## config.mk

```make
export PLATFORM = sky130hd
export DESIGN_NAME = ipv4_longest_prefix_match_table_flat
export DESIGN_NICKNAME = d
export VERILOG_FILES = /design/src/rtl/lpm_pkg.sv /design/src/rtl/lpm_req_if.sv /design/src/rtl/lpm_rsp_if.sv /design/src/rtl/lpm_ram.sv /design/src/rtl/lpm_match.sv /design/src/rtl/lpm_ctrl.sv /design/src/rtl/ipv4_longest_prefix_match_table.sv /design/src/flat_wrapper.sv
export VERILOG_INCLUDE_DIRS = /design/src /design/src/rtl
export SDC_FILE = /design/constraint.sdc
export NUM_CORES = 2
export LEC_CHECK = 0
export ABC_AREA = 1
export CORE_MARGIN = 2
export CORE_UTILIZATION = 50
export CTS_CLUSTER_DIAMETER = 40
export DETAILED_ROUTE_END_ITERATION = 12
export DONT_BUFFER_PORTS = 1
export PLACE_DENSITY_LB_ADDON = 0.3
export SLEW_MARGIN = 20
export SYNTH_ARGS = -nofsm -noshare
export SYNTH_HDL_FRONTEND = slang
export SYNTH_HIERARCHICAL = 1
export SYNTH_SLANG_ARGS = --single-unit
```

## constraint.sdc

```tcl
create_clock -name clk -period 7.06 [get_ports clk]
set_input_delay 0.706 -clock clk [delete_from_list [all_inputs] [get_ports clk]]
set_output_delay 0.706 -clock clk [all_outputs]
set_load 0.01 [all_outputs]
```

## src/rtl/ipv4_longest_prefix_match_table_macros.svh

```systemverilog
// Assertion macros for the forwarding table sequencer.
`ifndef IPV4_LONGEST_PREFIX_MATCH_TABLE_MACROS_SVH
`define IPV4_LONGEST_PREFIX_MATCH_TABLE_MACROS_SVH

// Same-cycle implication, sampled on clk and disabled during rst.
`define LPM_ASSERT_NOW(label, ante, cons) \
  label: assert property (@(posedge clk) disable iff (rst) (ante) |-> (cons)) \
    else $error("lpm assertion failed");

// Next-cycle implication, sampled on clk and disabled during rst.
`define LPM_ASSERT_NEXT(label, ante, cons) \
  label: assert property (@(posedge clk) disable iff (rst) (ante) |=> (cons)) \
    else $error("lpm assertion failed");

`endif

```

## src/rtl/lpm_pkg.sv

```systemverilog
// Types, codes and constants of the IPv4 forwarding table.
`timescale 1ns / 1ps

package lpm_pkg;

  localparam int ADDR_W              = 32;
  localparam int LEN_W               = 6;
  localparam int PORT_W              = 8;
  localparam int DEFAULT_TABLE_DEPTH = 64;

  localparam logic [LEN_W-1:0] MAX_LEN = LEN_W'(32);

  typedef enum logic [1:0] {
    OP_ADD    = 2'd0,
    OP_CLEAR  = 2'd1,
    OP_LOOKUP = 2'd2
  } op_e;

  typedef enum logic [1:0] {
    ST_DONE   = 2'd0,
    ST_FULL   = 2'd1,
    ST_BADLEN = 2'd2
  } status_e;

  typedef enum logic [1:0] {
    S_IDLE,
    S_SCAN,
    S_DONE
  } state_t;

  typedef struct packed {
    logic [ADDR_W-1:0] addr;
    logic [LEN_W-1:0]  len;
    logic [PORT_W-1:0] port;
  } entry_t;

  // Sequencer to match unit: start of a lookup, and read data valid.
  typedef struct packed {
    logic start;
    logic rvalid;
  } scan_ctl_t;

endpackage

```

## src/rtl/lpm_req_if.sv

```systemverilog
// Request channel of the forwarding table.
`timescale 1ns / 1ps

interface lpm_req_if import lpm_pkg::*; ();
  logic              valid;
  logic              ready;
  logic [1:0]        op;
  logic [ADDR_W-1:0] addr;
  logic [LEN_W-1:0]  prefix_len;
  logic [PORT_W-1:0] port_in;

  modport source (output valid, op, addr, prefix_len, port_in, input ready);
  modport sink (input valid, op, addr, prefix_len, port_in, output ready);
endinterface

```

## src/rtl/lpm_rsp_if.sv

```systemverilog
// Response channel of the forwarding table.
`timescale 1ns / 1ps

interface lpm_rsp_if import lpm_pkg::*; ();
  logic              valid;
  logic              ready;
  logic [1:0]        status;
  logic              found;
  logic [PORT_W-1:0] out_port;

  modport source (output valid, status, found, out_port, input ready);
  modport sink (input valid, status, found, out_port, output ready);
endinterface

```

## src/rtl/lpm_ram.sv

```systemverilog
// Generic single-port RAM with registered read.
`timescale 1ns / 1ps

module lpm_ram #(
  parameter int WIDTH = 8,
  parameter int DEPTH = 64
) (
  input  logic                                     clk,
  input  logic                                     we,
  input  logic                                     re,
  input  logic [((DEPTH > 1) ? $clog2(DEPTH) : 1)-1:0] addr,
  input  logic [WIDTH-1:0]                         wdata,
  output logic [WIDTH-1:0]                         rdata
);

  logic [WIDTH-1:0] mem [DEPTH];

  always_ff @(posedge clk) begin
    if (we) begin
      mem[addr] <= wdata;
    end
    if (re) begin
      rdata <= mem[addr];
    end
  end

endmodule

```

## src/rtl/lpm_match.sv

```systemverilog
// Shared masked compare unit that keeps the best match of a lookup.
`timescale 1ns / 1ps

module lpm_match import lpm_pkg::*; (
  input  logic              clk,
  input  logic              rst,
  input  scan_ctl_t         ctl,
  input  logic [ADDR_W-1:0] key_in,
  input  entry_t            entry,
  output logic              hit,
  output logic [PORT_W-1:0] port
);

  logic [ADDR_W-1:0] key;
  logic [LEN_W-1:0]  best_len;
  logic [ADDR_W-1:0] mask;
  logic              match;
  logic              better;

  // A zero length masks every bit, so the prefix matches any address.
  always_comb begin
    if (entry.len == '0) begin
      mask = '0;
    end else begin
      mask = {ADDR_W{1'b1}} << (LEN_W'(ADDR_W) - entry.len);
    end
    match  = ((key ^ entry.addr) & mask) == '0;
    // Strict compare in oldest-first order keeps the oldest of equal lengths.
    better = match && (!hit || (entry.len > best_len));
  end

  always_ff @(posedge clk) begin
    if (rst) begin
      hit <= 1'b0;
    end else if (ctl.start) begin
      hit <= 1'b0;
    end else if (ctl.rvalid && better) begin
      hit <= 1'b1;
    end
  end

  always_ff @(posedge clk) begin
    if (ctl.start) begin
      key      <= key_in;
      best_len <= '0;
      port     <= '0;
    end else if (ctl.rvalid && better) begin
      best_len <= entry.len;
      port     <= entry.port;
    end
  end

endmodule

```

## src/rtl/lpm_ctrl.sv

```systemverilog
// Sequencer: request decode, table fill count, entry scan and result register.
`timescale 1ns / 1ps
`include "ipv4_longest_prefix_match_table_macros.svh"

module lpm_ctrl import lpm_pkg::*; #(
  parameter int TABLE_DEPTH = DEFAULT_TABLE_DEPTH,
  localparam int AW = (TABLE_DEPTH > 1) ? $clog2(TABLE_DEPTH) : 1,
  localparam int CW = $clog2(TABLE_DEPTH + 1)
) (
  input  logic              clk,
  input  logic              rst,
  lpm_req_if.sink           req,
  lpm_rsp_if.source         rsp,
  output logic              ram_we,
  output logic              ram_re,
  output logic [AW-1:0]     ram_addr,
  output entry_t            ram_wdata,
  output scan_ctl_t         scan,
  input  logic              match_hit,
  input  logic [PORT_W-1:0] match_port
);

  localparam logic [CW-1:0] DEPTH_C = CW'(TABLE_DEPTH);

  state_t        state, state_next;
  logic [CW-1:0] count;
  logic [CW-1:0] idx;
  logic          rvalid;
  status_e       res_status;
  logic          res_lookup;
  logic          accept;
  logic          load_out;
  logic          out_valid;
  logic [1:0]    out_status;
  logic          out_found;
  logic [PORT_W-1:0] out_port;

  always_comb begin
    state_next = state;
    case (state)
      S_IDLE: begin
        if (req.valid) begin
          state_next = (req.op == OP_LOOKUP) ? S_SCAN : S_DONE;
        end
      end
      S_SCAN: begin
        if (!rvalid && (idx == count)) begin
          state_next = S_DONE;
        end
      end
      S_DONE: begin
        if (!out_valid || rsp.ready) begin
          state_next = S_IDLE;
        end
      end
      default: state_next = S_IDLE;
    endcase
  end

  always_comb begin
    req.ready   = (state == S_IDLE);
    accept      = req.valid && (state == S_IDLE);
    ram_we      = accept && (req.op == OP_ADD) && (req.prefix_len <= MAX_LEN)
                  && (count < DEPTH_C);
    ram_re      = (state == S_SCAN) && (idx < count);
    ram_addr    = (state == S_SCAN) ? idx[AW-1:0] : count[AW-1:0];
    ram_wdata   = '{addr: req.addr, len: req.prefix_len, port: req.port_in};
    scan.start  = accept && (req.op == OP_LOOKUP);
    scan.rvalid = rvalid;
    load_out    = (state == S_DONE) && (!out_valid || rsp.ready);
  end

  always_ff @(posedge clk) begin
    if (rst) begin
      state     <= S_IDLE;
      count     <= '0;
      rvalid    <= 1'b0;
      out_valid <= 1'b0;
    end else begin
      state  <= state_next;
      rvalid <= ram_re;
      if (ram_we) begin
        count <= count + 1'b1;
      end else if (accept && (req.op == OP_CLEAR)) begin
        count <= '0;
      end
      if (load_out) begin
        out_valid <= 1'b1;
      end else if (rsp.ready) begin
        out_valid <= 1'b0;
      end
    end
  end

  always_ff @(posedge clk) begin
    if (accept) begin
      idx        <= '0;
      res_lookup <= (req.op == OP_LOOKUP);
      if (req.op != OP_ADD) begin
        res_status <= ST_DONE;
      end else if (req.prefix_len > MAX_LEN) begin
        res_status <= ST_BADLEN;
      end else if (count >= DEPTH_C) begin
        res_status <= ST_FULL;
      end else begin
        res_status <= ST_DONE;
      end
    end else if (ram_re) begin
      idx <= idx + 1'b1;
    end
    if (load_out) begin
      out_status <= res_status;
      out_found  <= res_lookup && match_hit;
      out_port   <= res_lookup ? match_port : '0;
    end
  end

  assign rsp.valid    = out_valid;
  assign rsp.status   = out_status;
  assign rsp.found    = out_found;
  assign rsp.out_port = out_port;

  `LPM_ASSERT_NOW(a_count_bound, 1'b1, count <= DEPTH_C)
  `LPM_ASSERT_NOW(a_scan_index, state == S_SCAN, idx <= count)
  `LPM_ASSERT_NEXT(a_lookup_scans, scan.start, state == S_SCAN)
  `LPM_ASSERT_NEXT(a_add_grows, ram_we, count == $past(count) + 1'b1)

endmodule

```

## src/rtl/ipv4_longest_prefix_match_table.sv

```systemverilog
// Top level of the IPv4 longest-prefix-match forwarding table.
`timescale 1ns / 1ps

// Each request carries an op: add appends a prefix (address, length, port),
// clear empties the table, lookup returns the port of the longest stored prefix
// that matches the address, the oldest entry winning among equal lengths. Every
// request gives exactly one response. Entries sit in a single-port RAM that is
// read one entry per cycle, and one masked compare unit walks them in order, so
// the stored entry count sets the time of a lookup. The response sits in an
// output register, so the next request is taken while a result still waits
// there; the result after it is held back until the waiting one has been taken.
module ipv4_longest_prefix_match_table import lpm_pkg::*; #(
  parameter int TABLE_DEPTH = DEFAULT_TABLE_DEPTH
) (
  input  logic      clk,
  input  logic      rst,
  lpm_req_if.sink   req,
  lpm_rsp_if.source rsp
);

  localparam int AW = (TABLE_DEPTH > 1) ? $clog2(TABLE_DEPTH) : 1;

  logic              ram_we;
  logic              ram_re;
  logic [AW-1:0]     ram_addr;
  entry_t            ram_wdata;
  entry_t            ram_rdata;
  scan_ctl_t         scan;
  logic              match_hit;
  logic [PORT_W-1:0] match_port;

  lpm_ctrl #(
    .TABLE_DEPTH(TABLE_DEPTH)
  ) u_ctrl (
    .clk        (clk),
    .rst        (rst),
    .req        (req),
    .rsp        (rsp),
    .ram_we     (ram_we),
    .ram_re     (ram_re),
    .ram_addr   (ram_addr),
    .ram_wdata  (ram_wdata),
    .scan       (scan),
    .match_hit  (match_hit),
    .match_port (match_port)
  );

  lpm_ram #(
    .WIDTH($bits(entry_t)),
    .DEPTH(TABLE_DEPTH)
  ) u_ram (
    .clk   (clk),
    .we    (ram_we),
    .re    (ram_re),
    .addr  (ram_addr),
    .wdata (ram_wdata),
    .rdata (ram_rdata)
  );

  lpm_match u_match (
    .clk    (clk),
    .rst    (rst),
    .ctl    (scan),
    .key_in (req.addr),
    .entry  (ram_rdata),
    .hit    (match_hit),
    .port   (match_port)
  );

endmodule

```

## src/flat_wrapper.sv

```systemverilog
// flat-port wrapper written by rule: the top's interface ports become plain ports
module ipv4_longest_prefix_match_table_flat import lpm_pkg::*;
#(
  parameter int TABLE_DEPTH = DEFAULT_TABLE_DEPTH
)
  (clk, rst, req_valid, req_op, req_addr, req_prefix_len, req_port_in, req_ready, rsp_valid, rsp_status, rsp_found, rsp_out_port, rsp_ready);
  lpm_req_if req_i ();
  lpm_rsp_if rsp_i ();
  input  logic clk;
  input  logic rst;
  input wire logic [$bits(req_i.valid)-1:0] req_valid;
  input wire logic [$bits(req_i.op)-1:0] req_op;
  input wire logic [$bits(req_i.addr)-1:0] req_addr;
  input wire logic [$bits(req_i.prefix_len)-1:0] req_prefix_len;
  input wire logic [$bits(req_i.port_in)-1:0] req_port_in;
  output wire logic [$bits(req_i.ready)-1:0] req_ready;
  output wire logic [$bits(rsp_i.valid)-1:0] rsp_valid;
  output wire logic [$bits(rsp_i.status)-1:0] rsp_status;
  output wire logic [$bits(rsp_i.found)-1:0] rsp_found;
  output wire logic [$bits(rsp_i.out_port)-1:0] rsp_out_port;
  input wire logic [$bits(rsp_i.ready)-1:0] rsp_ready;
  assign req_i.valid = req_valid;
  assign req_i.op = req_op;
  assign req_i.addr = req_addr;
  assign req_i.prefix_len = req_prefix_len;
  assign req_i.port_in = req_port_in;
  assign req_ready = req_i.ready;
  assign rsp_valid = rsp_i.valid;
  assign rsp_status = rsp_i.status;
  assign rsp_found = rsp_i.found;
  assign rsp_out_port = rsp_i.out_port;
  assign rsp_i.ready = rsp_ready;
  ipv4_longest_prefix_match_table #(.TABLE_DEPTH(TABLE_DEPTH)) u_core (.clk(clk), .rst(rst), .req(req_i), .rsp(rsp_i));
endmodule
```

Word-level counts from Yosys, hierarchy flattened. Memory sizes are Yosys's and may differ from the RTL's. A register that Yosys moved wholly into a read port is not among the register bits. Index checks and enable logic that the tools add are counted.

Output and inout port bits: 13. Memory bits (writable): 2944. Memories: 1. Latch bits: 0. Bits in read-only memories: 0. Word-level logic and storage cells: 78. Input bits: 52. Register bits: 79.

Memory list: u_core.u_ram.mem (words 64, width 46, read ports 1, clocked after memory_dff 1, wr ports 1, RTL line lpm_ram.sv:16) `logic [WIDTH-1:0] mem [DEPTH];`.

Reduce and logical (&&, ||, !) cells: 27. Shift-type cells: 1. Eq/ne operators: 8. Order comparisons: 6. Div/mod/pow operators: 0. $mul: 0. $add $sub $neg: 3. Mux-type cells: 15. Bitwise operators: 2.

Operators by type and width (number): 32-bit AND (1); 32-bit logical NOT (1); 32-bit two-way mux (1); 32-bit by 6-bit left shift with 32-bit output, first input constant (1); 32-bit XOR (1); 7-bit by 1-bit adder with 7-bit output, second input constant (2); 7-bit two-way mux (2); 1-bit logical AND (12); 2-bit two-way mux (5); 7-bit == test (1); 7-bit >= comparator, second input constant (1); 7-bit less-than comparator (1); 7-bit less-than comparator, second input constant (1); 6-bit greater-than comparator (1); 6-bit greater-than comparator, second input constant (1); 6-bit less-or-equal comparator, second input constant (1); 6-bit logical NOT (1); 6-bit two-way mux (1); 2-bit case mux with 3 select lines (1); 2-bit nonzero test (3); 6-bit subtractor, first input constant (1); 1-bit two-way mux (5); 2-bit by 1-bit == test with 1-bit output, second input constant (2); 2-bit == test, second input constant (2); other kinds (7) (13).

Depth between registers and ports, before layout.
Depth in word-level cells: 7. Gate-level depth with buffers: 20.

Cells and area by module. The synthesis kept the hierarchy.

By module, submodules not included: lpm_ram (sequential area each 89786.1 sq um, area an instance 125206.3 sq um, times used 1, cells each 12102); lpm_match (sequential area each 1261.2 sq um, area an instance 2726.4 sq um, times used 1, cells each 322); lpm_ctrl (sequential area each 780.7 sq um, area an instance 2114.5 sq um, times used 1, cells each 272).

Worst setup path after synthesis. Ideal clock, no wire load.

Path type: input to register. Start: in req_op[1]. End: mem u_core/u_ram/mem[40][0] in the netlist's numbering (enable). Setup slack: 385 ps. Data arrival time: 6111 ps. Required time: 6496 ps. Stages on the path: 7. Setup time: 564 ps. Cells stage by stage: or2_1 -> nor2_4 -> nand3_4 -> inv_1 -> clkbuf_1 -> inv_1 -> nor4_1.

Longest elaborated chain between the ends: 6.

RTL lines: start, declared (RTL line flat_wrapper.sv:12) `input wire logic [$bits(req_i.op)-1:0] req_op;`; 2-bit logical NOT (RTL line lpm_ctrl.sv:63) `ram_we = accept && (req.op == OP_ADD) && (req.prefix_len <= MAX_LEN)`; 1-bit logical AND (2 in a row) (RTL line lpm_ctrl.sv:63); 1-bit logical AND (RTL line lpm_ctrl.sv:64) `&& (count < DEPTH_C);`; via u_core.ram_we (RTL line ipv4_longest_prefix_match_table.sv:23) `logic ram_we;`; 1-bit two-way mux (RTL line lpm_ram.sv:19) `if (we) begin`; 1-bit two-way mux (implied by the code) (RTL line lpm_ram.sv:20) `mem[addr] <= wdata;`; end, declared (RTL line lpm_ram.sv:16).

The timed path passes the listed nets, and every way through them passes these cells.

Worst setup path after layout.
Start: reg u_core.u_ctrl.state[1]. End: mem u_core/u_ram/mem[53][37] in the netlist's numbering (enable).

RTL lines: start, declared (RTL line lpm_ctrl.sv:25) `state_t state, state_next;`; start signal, assigned (RTL line lpm_ctrl.sv:80) `state <= state_next;`; 2-bit by 1-bit == test with 1-bit output (RTL line lpm_ctrl.sv:66) `ram_addr = (state == S_SCAN) ? idx[AW-1:0] : count[AW-1:0];`; 6-bit two-way mux (RTL line lpm_ctrl.sv:66); via u_core.ram_addr[2] (RTL line ipv4_longest_prefix_match_table.sv:25) `logic [AW-1:0] ram_addr;`.

The timed path passes the listed nets, and every way through them passes these cells.

==> impl_metrics.ini <==
[status]
status = finished clean

[yosys]
seq_area_frac_synth_pct = 70.6
yosysTopAreaCellShare_pct = 70.1
syn_avg_cell_area_um2 = 10.2
synth_seq_cells = 3069
yosysWarnings = 6
syn_area_mm2 = 0.130
postSynthCellCount = 12700
synthArstFlopShare_pct = 0
syn-num-nets = 12800
synth.most_common_cell = nand2_1
synth_top_area_cell = edfxtp_1
ys.flop_type = edfxtp_1
synth_area_leaders = edfxtp_1 (70%), nand2_1 (24%), buf_2 (1.2%), buf_6 (0.70%), nor2_1 (0.63%)
netlist-cell-type-count = 40
synth_edf_count = 3036
synth.top_cells.by_count = nand2_1 (8407), edfxtp_1 (3036), buf_2 (310)

[die]
start_util_pct = 50.2
core_area_mm2 = 0.259
die_w_um = 514
dieArea_mm2 = 0.264
rows = 187
pin_count = 65
dieHeight_um = 514

[final_layout]
final_core_util_pct = 57.0
multi_input_area_mm2 = 0.0345
final_nets = 12700
drive_above_1_share_pct = 7.72
n_fill_cell = 20900
area_growth_pct = 13.7
regArea_mm2 = 0.0918

[routing]
num_vias = 90100
detail-route-antenna-nets = 0
drc_errors = 0
totalWireLength_um = 371000
drtPass1Iterations = 6
viasPerCell = 5.50
avgRoutedWirePerCell_um = 22.6
drt_iter0_drc = 10500

[clock_network]
cts_resized = 0
clk_latency_ns = 0.92
post-cts-setup-buffers = 0
clk_path_buf_depth = 4
ctsRootBufferMaster = clkbuf_16
postCtsHoldBufs = 49
path_clk_slew_ns = 0.06
htree_levels = 5
cts.sinks = 3069
cts_buffers = 400
cts_tree = done

[global_routing]
grt-ovfl-total = 0
grt_pass1_wl_um = 549000
first_global_vias = 86600
grt_usage_pct = 27.7
grt_max_degree = 230
grt_antenna_before_repair = 6

[min_path]
hp-class = in2reg
hold_depth = 3
min_to = u_core/u_ctrl/count[3]
min_from = req_prefix_len[5]

[sta]
fin_crit_sh_pct = 74.4
slew_headroom_pct = 1.66
rsz0062_at_grt = false
max_slew.worst_pin.slew_ns = 1.48
hold_viol_final = 0
fin_skew_ns = 0.0550
drv_slew = 0
setup_viol = 0
final.setup.tns_ns = 0
fin_crit_ns = 5.25
timing.fmax_mhz = 190

[place]
portBuffers = 0
hpwl_um = 192000
gp_congestion = 0.884

[setup_path]
rr_worst_depth = 9
cp.arrival_ns = 5.77
critPathCaptureType = register
cp_max_fo = 55
crit_required_ns = 7.58
r2r_slack_ns = 1.81
regToRegEndpoint = u_core/u_ram/mem[53][37]
start_kind = register
r2r_start = u_core/u_ctrl/state[1]
path_class = reg2reg

[pwr]
peakVddDrop_uv = 238
p_leak_nw = 60.6
powerDensity_mw_per_mm2 = 284

[run]
max_cap_violations = 0
[registers in the layout, indices dropped and copies added (netlist names), 6 cells and up]
signal                      flops
u_core/u_match/port             8
u_core/u_ctrl/rsp.out_port      8
u_core/u_ctrl/count             7
u_core/u_match/key             32
u_core/u_match/best_len         6
u_core/u_ram/mem             2944
u_core/u_ram/rdata             46
u_core/u_ctrl/idx               7
[cells in the final DEF (no fill, tap or decap), drive strengths merged, types with 33 or more instances in the layout]
cell type / count
clkinvlp: 59
clkinv: 118
nand2: 8415
dfxtp: 33
clkbuf: 445
buf: 216
nor2: 221
nand3: 70
bufinv: 50
a21oi: 35
inv: 172
edfxtp: 3036
[power breakdown]
group          internal [mW]  switching, mW
Combinational          0.288          0.906
Sequential              20.0         0.0112
Clock                   12.5           8.20
Total                   32.8           9.12
[critical path: stages, from the launching register on]
cell	delay, ns
dfxtp_1	0.33
inv_1	0.10
nand2_4	0.14
inv_1	0.17
o21ai_4	0.70
inv_8	0.32
nor2_1	0.56
nand3_1	0.83
nor2_4	0.91
buf_4	0.73
[final cells by class]
cell class	count	share of cell area [%]
clock buffer	445	6.93
multi-input combinational	8855	23.3
tap	3402	2.88
sequential	3069	62.1
antenna	4	0.00677
timing repair buffer	219	2.06
inverter	99	0.279
clock inverter	300	2.38
[per-layer routing]
layer / GRT usage [%] / up-vias / part of all wire, %
met1: 37.5 / 43500 / 39
met4: 10.8 / 4 / 4.0
met5: 0 / - / 0.0057
met2: 43.6 / 4843 / 46
met3: 6.28 / 773 / 11
li1: - / 41000 / -
[worst max path at each step]
| stage | start | to | slack (ns) |
|---|---|---|---|
| after global routing | u_core/u_ctrl/state[1] | u_core/u_ram/mem[53][37] | 1.66 |
| after floorplan | req_op[1] | u_core/u_ram/mem[40][0] | 0.39 |
| after CTS | u_core/u_ctrl/state[1] | u_core/u_ram/mem[53][43] | 1.94 |
| final | u_core/u_ctrl/state[1] | u_core/u_ram/mem[53][37] | 1.81 |
| after global placement | u_core/u_ctrl/state[1] | u_core/u_ram/mem[53][37] | 2.07 |
| after detailed placement | u_core/u_ctrl/state[1] | u_core/u_ram/mem[53][41] | 1.97 |
[metrics by stage]
| step | cell area (um2) | std cells | power (mW) | hold slack (ns) | setup WS [ns] |
|---|---|---|---|---|---|
| floorplan | 130000 | 12700 | 21.2 | 0.400 | 0.385 |
| global route | 148000 | 16400 | 43.0 | 0.0719 | 1.66 |
| CTS | 148000 | 16400 | 42.1 | 0.0308 | 1.94 |
| finish | 148000 | 16400 | 42.0 | 0.0828 | 1.81 |
| global placement | 133000 | 15600 | 21.2 | 0.416 | 2.07 |
| detailed placement | 133000 | 15600 | 21.2 | 0.418 | 1.97 |
[kinds of logic after synthesis]
group                    count (synthesis)  synth area share, %
AO/OA/AOI/OAI                           67                0.304
XOR/XNOR                                34                0.229
adder cells (fa/ha/maj)                 20                0.192
buffers and inverters                  772                 3.28
flip-flops                            3069                 70.6
multiplexers                             1              0.00770
AND/OR/NAND/NOR                       8733                 25.4
Note: power is estimated with default switching activity, not from simulation.
